--- src/design/gwm_pkg.sv ---
// ============================================================================
// gwm_pkg
// Shared types and constants for the glob wildcard matcher: item formats,
// operation and cell kind codes, and the links that join the cell row.
// ============================================================================
package gwm_pkg;

   localparam int GWM_CELLS_DEFAULT = 64;

   localparam logic [7:0] CHAR_STAR      = 8'h2A;
   localparam logic [7:0] CHAR_QUESTION  = 8'h3F;
   localparam logic [7:0] CHAR_BACKSLASH = 8'h5C;

   typedef enum logic [1:0] {
      OP_CLEAR   = 2'd0,
      OP_APPEND  = 2'd1,
      OP_SUBJECT = 2'd2,
      OP_END     = 2'd3
   } gwm_op_type;

   typedef enum logic [1:0] {
      KIND_LITERAL = 2'd0,
      KIND_ONE     = 2'd1,
      KIND_RUN     = 2'd2
   } gwm_kind_type;

   typedef struct packed {
      gwm_op_type operation;
      logic [7:0] character;
   } gwm_req_type;

   typedef struct packed {
      logic matched;
      logic pattern_overflow;
   } gwm_rsp_type;

   // Broadcast from the top level to every cell.
   typedef struct packed {
      logic         clear;
      logic         load;
      logic         restart;
      logic         step;
      gwm_kind_type kind;
      logic [7:0]   pat_char;
      logic [7:0]   subj_char;
   } gwm_ctrl_type;

   // Handed from each cell to its right-hand neighbor.
   typedef struct packed {
      logic head;
      logic valid;
      logic run_fwd;
      logic fwd;
   } gwm_link_type;

endpackage

--- src/design/gwm_cell.sv ---
// ============================================================================
// gwm_cell
// One pattern cell: holds a pattern element and the active flag of the
// position in front of it, and hands match progress to its neighbor.
// ============================================================================
module gwm_cell (
   input  logic                  clock,
   input  logic                  reset,
   input  gwm_pkg::gwm_ctrl_type ctrl,
   input  gwm_pkg::gwm_link_type link_in,
   output gwm_pkg::gwm_link_type link_out,
   output logic                  end_hit
);

   logic                  valid_ff, valid_in;
   logic                  act_ff, act_in;
   gwm_pkg::gwm_kind_type kind_ff, kind_in;
   logic [7:0]            char_ff, char_in;

   logic closed;
   logic is_run;
   logic is_one;
   logic is_match;
   logic take;

   always_comb begin
      closed   = act_ff | link_in.run_fwd;
      is_run   = valid_ff && (kind_ff == gwm_pkg::KIND_RUN);
      is_one   = valid_ff && (kind_ff == gwm_pkg::KIND_ONE);
      is_match = valid_ff && (kind_ff == gwm_pkg::KIND_LITERAL) &&
                 (char_ff == ctrl.subj_char);
      take     = ctrl.load && link_in.valid && !valid_ff;

      link_out.head    = 1'b0;
      link_out.valid   = valid_ff;
      link_out.run_fwd = act_ff & is_run;
      link_out.fwd     = closed & (is_one | is_match);
      end_hit          = closed & !valid_ff & link_in.valid;

      valid_in = valid_ff;
      kind_in  = kind_ff;
      char_in  = char_ff;
      if (ctrl.clear) begin
         valid_in = 1'b0;
      end else if (take) begin
         valid_in = 1'b1;
         kind_in  = ctrl.kind;
         char_in  = ctrl.pat_char;
      end

      act_in = act_ff;
      if (ctrl.restart) begin
         act_in = link_in.head;
      end else if (ctrl.step) begin
         act_in = (closed & is_run) | link_in.fwd;
      end
   end

   always_ff @(posedge clock) begin
      if (reset) begin
         valid_ff <= 1'b0;
         act_ff   <= link_in.head;
      end else begin
         valid_ff <= valid_in;
         act_ff   <= act_in;
      end
      kind_ff <= kind_in;
      char_ff <= char_in;
   end

endmodule

--- src/design/glob_wildcard_match_top.sv ---
// ============================================================================
// glob_wildcard_match_top
// Glob matcher with '*', '?' and backslash escapes over a row of cells,
// case-insensitive for ASCII letters.
// ============================================================================
// Takes one item every cycle: clear, pattern append, subject byte or end of
// subject. A subject byte moves the active positions one step through the
// whole cell row in that cycle, so the row width sets no rate limit. Only an
// end-of-subject item gives a result; results wait in an output register
// backed by one skid entry, and req_ready drops only while both hold an
// untaken result. Runs of unescaped stars share one cell, but each still
// counts against PATTERN_CELLS for the overflow flag.
module glob_wildcard_match_top #(
   parameter int PATTERN_CELLS = gwm_pkg::GWM_CELLS_DEFAULT
) (
   input  logic                 clock,
   input  logic                 reset,
   input  logic                 req_valid,
   output logic                 req_ready,
   input  gwm_pkg::gwm_req_type req_item,
   output logic                 rsp_valid,
   input  logic                 rsp_ready,
   output gwm_pkg::gwm_rsp_type rsp_item
);

   localparam int CW = $clog2(PATTERN_CELLS + 1);

   function automatic logic [7:0] fold_case(input logic [7:0] c);
      logic [7:0] r;
      r = c;
      if (c >= 8'h41 && c <= 8'h5A) begin
         r = c + 8'h20;
      end
      return r;
   endfunction

   logic [CW-1:0] count_ff, count_in;
   logic          pending_ff, pending_in;
   logic          overflow_ff, overflow_in;
   logic          last_run_ff, last_run_in;
   logic          a_end_ff, a_end_in;

   logic                 rsp_valid_ff;
   gwm_pkg::gwm_rsp_type rsp_item_ff;
   logic                 skid_valid_ff;
   gwm_pkg::gwm_rsp_type skid_item_ff;

   gwm_pkg::gwm_ctrl_type          ctrl;
   gwm_pkg::gwm_link_type          links [0:PATTERN_CELLS];
   logic [PATTERN_CELLS-1:0]       hits;
   logic                           accept;
   logic                           new_rsp;
   logic                           end_hit;
   logic                           need_cell;
   logic                           full;
   gwm_pkg::gwm_rsp_type           new_item;

   assign req_ready = !skid_valid_ff;
   assign accept    = req_valid && req_ready;
   assign rsp_valid = rsp_valid_ff;
   assign rsp_item  = rsp_item_ff;

   assign links[0] = '{head: 1'b1, valid: 1'b1, run_fwd: 1'b0, fwd: 1'b0};

   genvar gi;
   generate
      for (gi = 0; gi < PATTERN_CELLS; gi++) begin : g_cell
         gwm_cell u_cell (
            .clock    (clock),
            .reset    (reset),
            .ctrl     (ctrl),
            .link_in  (links[gi]),
            .link_out (links[gi+1]),
            .end_hit  (hits[gi])
         );
      end
   endgenerate

   assign end_hit = (|hits) |
                    (links[PATTERN_CELLS].valid &
                     (a_end_ff | links[PATTERN_CELLS].run_fwd));

   always_comb begin
      full        = (count_ff == CW'(PATTERN_CELLS));
      need_cell   = 1'b0;
      count_in    = count_ff;
      pending_in  = pending_ff;
      overflow_in = overflow_ff;
      last_run_in = last_run_ff;

      ctrl           = '0;
      ctrl.kind      = gwm_pkg::KIND_LITERAL;
      ctrl.pat_char  = fold_case(req_item.character);
      ctrl.subj_char = fold_case(req_item.character);

      if (accept) begin
         case (req_item.operation)
            gwm_pkg::OP_CLEAR: begin
               ctrl.clear   = 1'b1;
               ctrl.restart = 1'b1;
               count_in     = '0;
               pending_in   = 1'b0;
               overflow_in  = 1'b0;
               last_run_in  = 1'b0;
            end
            gwm_pkg::OP_APPEND: begin
               ctrl.restart = 1'b1;
               if (pending_ff) begin
                  pending_in = 1'b0;
                  need_cell  = 1'b1;
               end else if (req_item.character == gwm_pkg::CHAR_BACKSLASH) begin
                  pending_in = 1'b1;
               end else if (req_item.character == gwm_pkg::CHAR_STAR) begin
                  ctrl.kind = gwm_pkg::KIND_RUN;
                  need_cell = 1'b1;
               end else if (req_item.character == gwm_pkg::CHAR_QUESTION) begin
                  ctrl.kind = gwm_pkg::KIND_ONE;
                  need_cell = 1'b1;
               end else begin
                  need_cell = 1'b1;
               end
               if (need_cell) begin
                  if (full) begin
                     overflow_in = 1'b1;
                  end else begin
                     count_in = count_ff + 1'b1;
                     if (!(ctrl.kind == gwm_pkg::KIND_RUN && last_run_ff)) begin
                        ctrl.load   = 1'b1;
                        last_run_in = (ctrl.kind == gwm_pkg::KIND_RUN);
                     end
                  end
               end
            end
            gwm_pkg::OP_SUBJECT: begin
               ctrl.step = 1'b1;
            end
            gwm_pkg::OP_END: begin
               ctrl.restart = 1'b1;
            end
            default: begin
               ctrl.step = 1'b0;
            end
         endcase
      end

      a_end_in = a_end_ff;
      if (ctrl.restart) begin
         a_end_in = 1'b0;
      end else if (ctrl.step) begin
         a_end_in = links[PATTERN_CELLS].fwd;
      end

      new_rsp                   = accept && (req_item.operation == gwm_pkg::OP_END);
      new_item.matched          = end_hit;
      new_item.pattern_overflow = overflow_ff;
   end

   always_ff @(posedge clock) begin
      if (reset) begin
         count_ff      <= '0;
         pending_ff    <= 1'b0;
         overflow_ff   <= 1'b0;
         last_run_ff   <= 1'b0;
         a_end_ff      <= 1'b0;
         rsp_valid_ff  <= 1'b0;
         skid_valid_ff <= 1'b0;
      end else begin
         count_ff    <= count_in;
         pending_ff  <= pending_in;
         overflow_ff <= overflow_in;
         last_run_ff <= last_run_in;
         a_end_ff    <= a_end_in;
         if (!rsp_valid_ff || rsp_ready) begin
            if (skid_valid_ff) begin
               rsp_item_ff   <= skid_item_ff;
               rsp_valid_ff  <= 1'b1;
               skid_valid_ff <= new_rsp;
               skid_item_ff  <= new_item;
            end else begin
               rsp_valid_ff <= new_rsp;
               rsp_item_ff  <= new_item;
            end
         end else if (new_rsp) begin
            skid_valid_ff <= 1'b1;
            skid_item_ff  <= new_item;
         end
      end
   end

   a_skid_behind_out: assert property (@(posedge clock) disable iff (reset)
      skid_valid_ff |-> rsp_valid_ff)
      else $error("skid entry held while output register empty");

   a_count_bound: assert property (@(posedge clock) disable iff (reset)
      count_ff <= CW'(PATTERN_CELLS))
      else $error("pattern count past capacity");

   a_clear_resets: assert property (@(posedge clock) disable iff (reset)
      (accept && req_item.operation == gwm_pkg::OP_CLEAR) |=>
         (count_ff == '0) && !overflow_ff && !pending_ff)
      else $error("clear item left pattern state behind");

   a_overflow_full: assert property (@(posedge clock) disable iff (reset)
      $rose(overflow_ff) |-> (count_ff == CW'(PATTERN_CELLS)))
      else $error("overflow flagged with free cells");

endmodule
--- config.mk ---
export PLATFORM = sky130hd
export DESIGN_NAME = glob_wildcard_match_top
export DESIGN_NICKNAME = d
export VERILOG_FILES = /design/src/design/gwm_pkg.sv /design/src/design/gwm_cell.sv /design/src/design/glob_wildcard_match_top.sv
export SDC_FILE = /design/constraint.sdc
export NUM_CORES = 1
export LEC_CHECK = 0
export ABC_CLOCK_PERIOD_IN_PS = 5200
export BUFFER_PORTS_ARGS = -buffer_cell sky130_fd_sc_hd__buf_2
export CAP_MARGIN = 15
export CORE_UTILIZATION = 56
export DETAILED_ROUTE_END_ITERATION = 12
export PLACE_DENSITY_LB_ADDON = 0.15
export SLEW_MARGIN = 15
export SYNTH_ARGS = -nofsm -noshare
export SYNTH_HDL_FRONTEND = slang
export SYNTH_SLANG_ARGS = --single-unit
--- constraint.sdc ---
create_clock -name clock -period 5.2 [get_ports clock]
set_input_delay 1.04 -clock clock [delete_from_list [all_inputs] [get_ports clock]]
set_output_delay 1.04 -clock clock [all_outputs]
set_load 0.005 [all_outputs]
==> run_results.csv <==
group,metric,value,unit
status,status,"finished, final reports clean",
detailed_routing,routed_wl,79.90,mm
clocking,cts_buffers,81,
detailed_routing,drt-initial-drc-count,1723,
sta,max_slew.worst_pin.slew,1.166,ns
setup_path,worstPathRequired,5.72,ns
synthesis,ys_seq_area_share,64.44,%
synthesis,yosysTopAreaCellShare,56.24,%
detailed_routing,firstDrtPassIters,5,
pwr,power_frac_comb,4.9,%
synthesis,avgSynthCellArea,13.17,sq um
setup_path,cp-end-kind,"register",
sta,final.setup.tns,0,ns
placement,place_hpwl,47.03,mm
floorplanning,io_pins,18,
final_layout,fin_nets,2664,
sta,setup_slack,1.711,ns
clocking,cts_tree,"built",
pwr,static-leakage-power,12.16,nW
global_route,antenna_found_initial,3,
final_layout,finalNonFillerCells,3495,
clocking,cts.sink_count,785,
floorplanning,die_area,62400,sq um
synthesis,ys_ff_latch,785,
setup_path,critPathMaxFanout,31,
detailed_routing,final_antenna_net_count,0,
detailed_routing,wl_per_cell,22.86,microns
global_route,grt_pass1_wl,124.3,mm
clocking,clock_tree.root_cell,"clkbuf_16",
placement,gp_congestion,0.8486,
hold_path,hold_class,"register to register",
clocking,clockBufferDepth,3,
detailed_routing,drt_drc_violations_left,0,
setup_path,worstPathArrival,4.01,ns
sta,skew,0.02755,ns
synthesis,synthesis.area,34390,sq um
sta,timing.fmax,286.6,MHz
sta,setup_viol,0,
synthesis,synthesis.nets,2628,
pwr,p_clk_share,43.4,%
setup_path,critPathKind,"input pin to register",
global_route,grt_pass1_vias,20990,
synthesis,synthFlopType,"edfxtp_1",
synthesis,yosysWarnings,0,
pwr,swShare,21.41,%
clocking,worstSkewPairLatency,0.63,ns
sta,rsz0062_at_grt,"false",
global_route,grt_overflow,0,
placement,port_buffers,17,
pwr,netSwitchingPower,2.839,mW
placement,pre_cts_ws,1.092,ns
floorplanning,core,60470,sq um
final_layout,layout-drive-gt1-share,9.366,%
final_layout,stdcell_area,38070,sq um
pwr,intPower,10.42,mW
floorplanning,die_y,249.8,microns
pwr,seqPwrFrac,51.7,%
synthesis,synth.top_cells.by_area,"edfxtp_1 (56%), dfxtp_1 (8.2%), xnor2_1 (8.2%)",
final_layout,mostFrequentLayoutCell,"edfxtp_1",
synthesis,synth_edf_count,644,
pwr,p_per_area,348.3,nW/um^2
detailed_routing,dr_total_vias,21160,
final_layout,syn2layout_area_growth,10.71,%
global_route,grt_max_degree,105,
synthesis,yosysTopAreaCell,"edfxtp_1",
sta,report.final.hold_viol_count,0,
floorplanning,start_util,56.87,%
synthesis,synthArstFlopShare,0,%
sta,slew-limit-headroom,21.57,%
synthesis,synth_cell_types,56,
clocking,clkTransAtPathRegs,0.06,ns
sta,fin_crit,3.489,ns
final_layout,fillers,4539,
sta,slew_violations,0,
clocking,postCtsSetupBuffers,0,
placement,placed_area,35420,sq um
clocking,cts_hold_buf,0,
global_route,grt_usage,25.98,%
synthesis,syn-instance-count,2611,
sta,fin_crit_sh,67.11,%
final_layout,layout_common_cells,"edfxtp_1 (644), xnor2_1 (321), a21oi_1 (195)",
run,cap_violations,0,
clocking,post_cts_resize_count,0,
floorplanning,die_x,249.8,microns
pwr,vdd_drop_max,0.2579,mV
placement,dp_cells,3346,
clocking,htreeDepth,3,
setup_path,crit_path_start_kind,"input pin",
floorplanning,num_rows,90,
detailed_routing,via_per_inst,6.054,
==> cells in the mapped netlist (11+ instances only) <==
master and number:
o31ai_1 61, xor2_1 165, nor2b_1 33, o21ai_0 156, and2_1 29, and4b_1 60, xor2_2 30, xnor2_1 321
o2111ai_1 11, and3b_1 32, clkbuf_1 58, a21oi_1 196, dfxtp_1 141, or3b_2 31, buf_1 26, nand3b_1 31
inv_1 47, a31oi_1 33, nand2_1 24, nor3_1 139, nor2_1 106, nand3_1 135, edfxtp_1 644, nand2b_1 24
==> cell type report <==
cell class,instances,area (sq um),share of cell area (%)
Clock inverter,32,319.1,0.8380
Clock buffer,116,2322,6.100
Antenna cell,1,2.502,0.006573
Tap cell,782,978.4,2.570
Sequential cell,785,22160,58.21
Multi-Input combinational cell,1676,11650,30.60
Timing Repair Buffer,56,459.2,1.206
Inverter,47,178.9,0.4700
==> critical path: stages <==
cell,delay (ns)
buf_2,0.17
nor3b_1,0.50
nand2_1,0.19
o21ai_4,0.36
buf_4,0.62
buf_4,0.68
xnor2_1,0.13
o31ai_1,0.26
==> state kept, by name, summed over array words and instances (netlist names), 2 cells and up <==
| name | count |
|---|---|
| count_ff | 7 |
| g_cell.u_cell.act_ff | 64 |
| g_cell.u_cell.char_ff | 512 |
| g_cell.u_cell.valid_ff | 64 |
| rsp_item | 2 |
| skid_item_ff | 2 |
| g_cell.u_cell.kind_ff | 128 |
==> layer usage <==
layer	track usage, %	vias up	wire, microns
li1	-	9700	-
met4	9.224	6	2496
met3	4.088	152	5309
met5	0	-	41
met2	42.83	734	38370
met1	35.03	10570	33680
==> logic make-up (layout without fill, tap and decap cells) <==
logic type	after synthesis	in the layout	synth area share, %
flip-flops	785	785	64.44
AND/OR/NAND/NOR	667	667	11.49
XOR/XNOR	516	516	13.80
AO/OA/AOI/OAI	489	489	8.168
buffers and inverters	150	251	1.954
adder cells (fa/ha/maj)	3	3	0.1092
multiplexers	1	1	0.03274
other	0	1	0
==> final timing paths <==
path,slack [ns],endpoint,cells past startpoint,startpoint
worst max-delay path,1.71,g_cell[35].u_cell.act_ff,8,req_item[6]
worst min-delay path,0.49,count_ff[6],2,count_ff[6]
worst max register to register,1.72,rsp_item[1],6,g_cell[15].u_cell.kind_ff[1]
worst min register to register,0.49,count_ff[6],2,count_ff[6]
==> power groups by stage <==
stage	registers (mW)	logic [mW]	clock network, mW
3_3_place_gp	6.99	0.636	0
5_1_grt	6.86	0.704	6.06
4_1_cts	6.86	0.654	5.83
3_5_place_dp	6.99	0.651	0
6_report	6.86	0.648	5.75
2_1_floorplan	6.97	0.423	0
==> through the flow <==
step	hold slack (ns)	total power [mW]	util (%)
final	0.4905	13.26	62.96
after global routing	0.5307	13.62	62.95
after CTS	0.4942	13.34	62.94
after detailed placement	0.4804	7.640	58.57
after global placement	0.4715	7.625	58.57
after floorplan	0.4270	7.398	-
No activity file was read; power rests on OpenSTA's default activity.
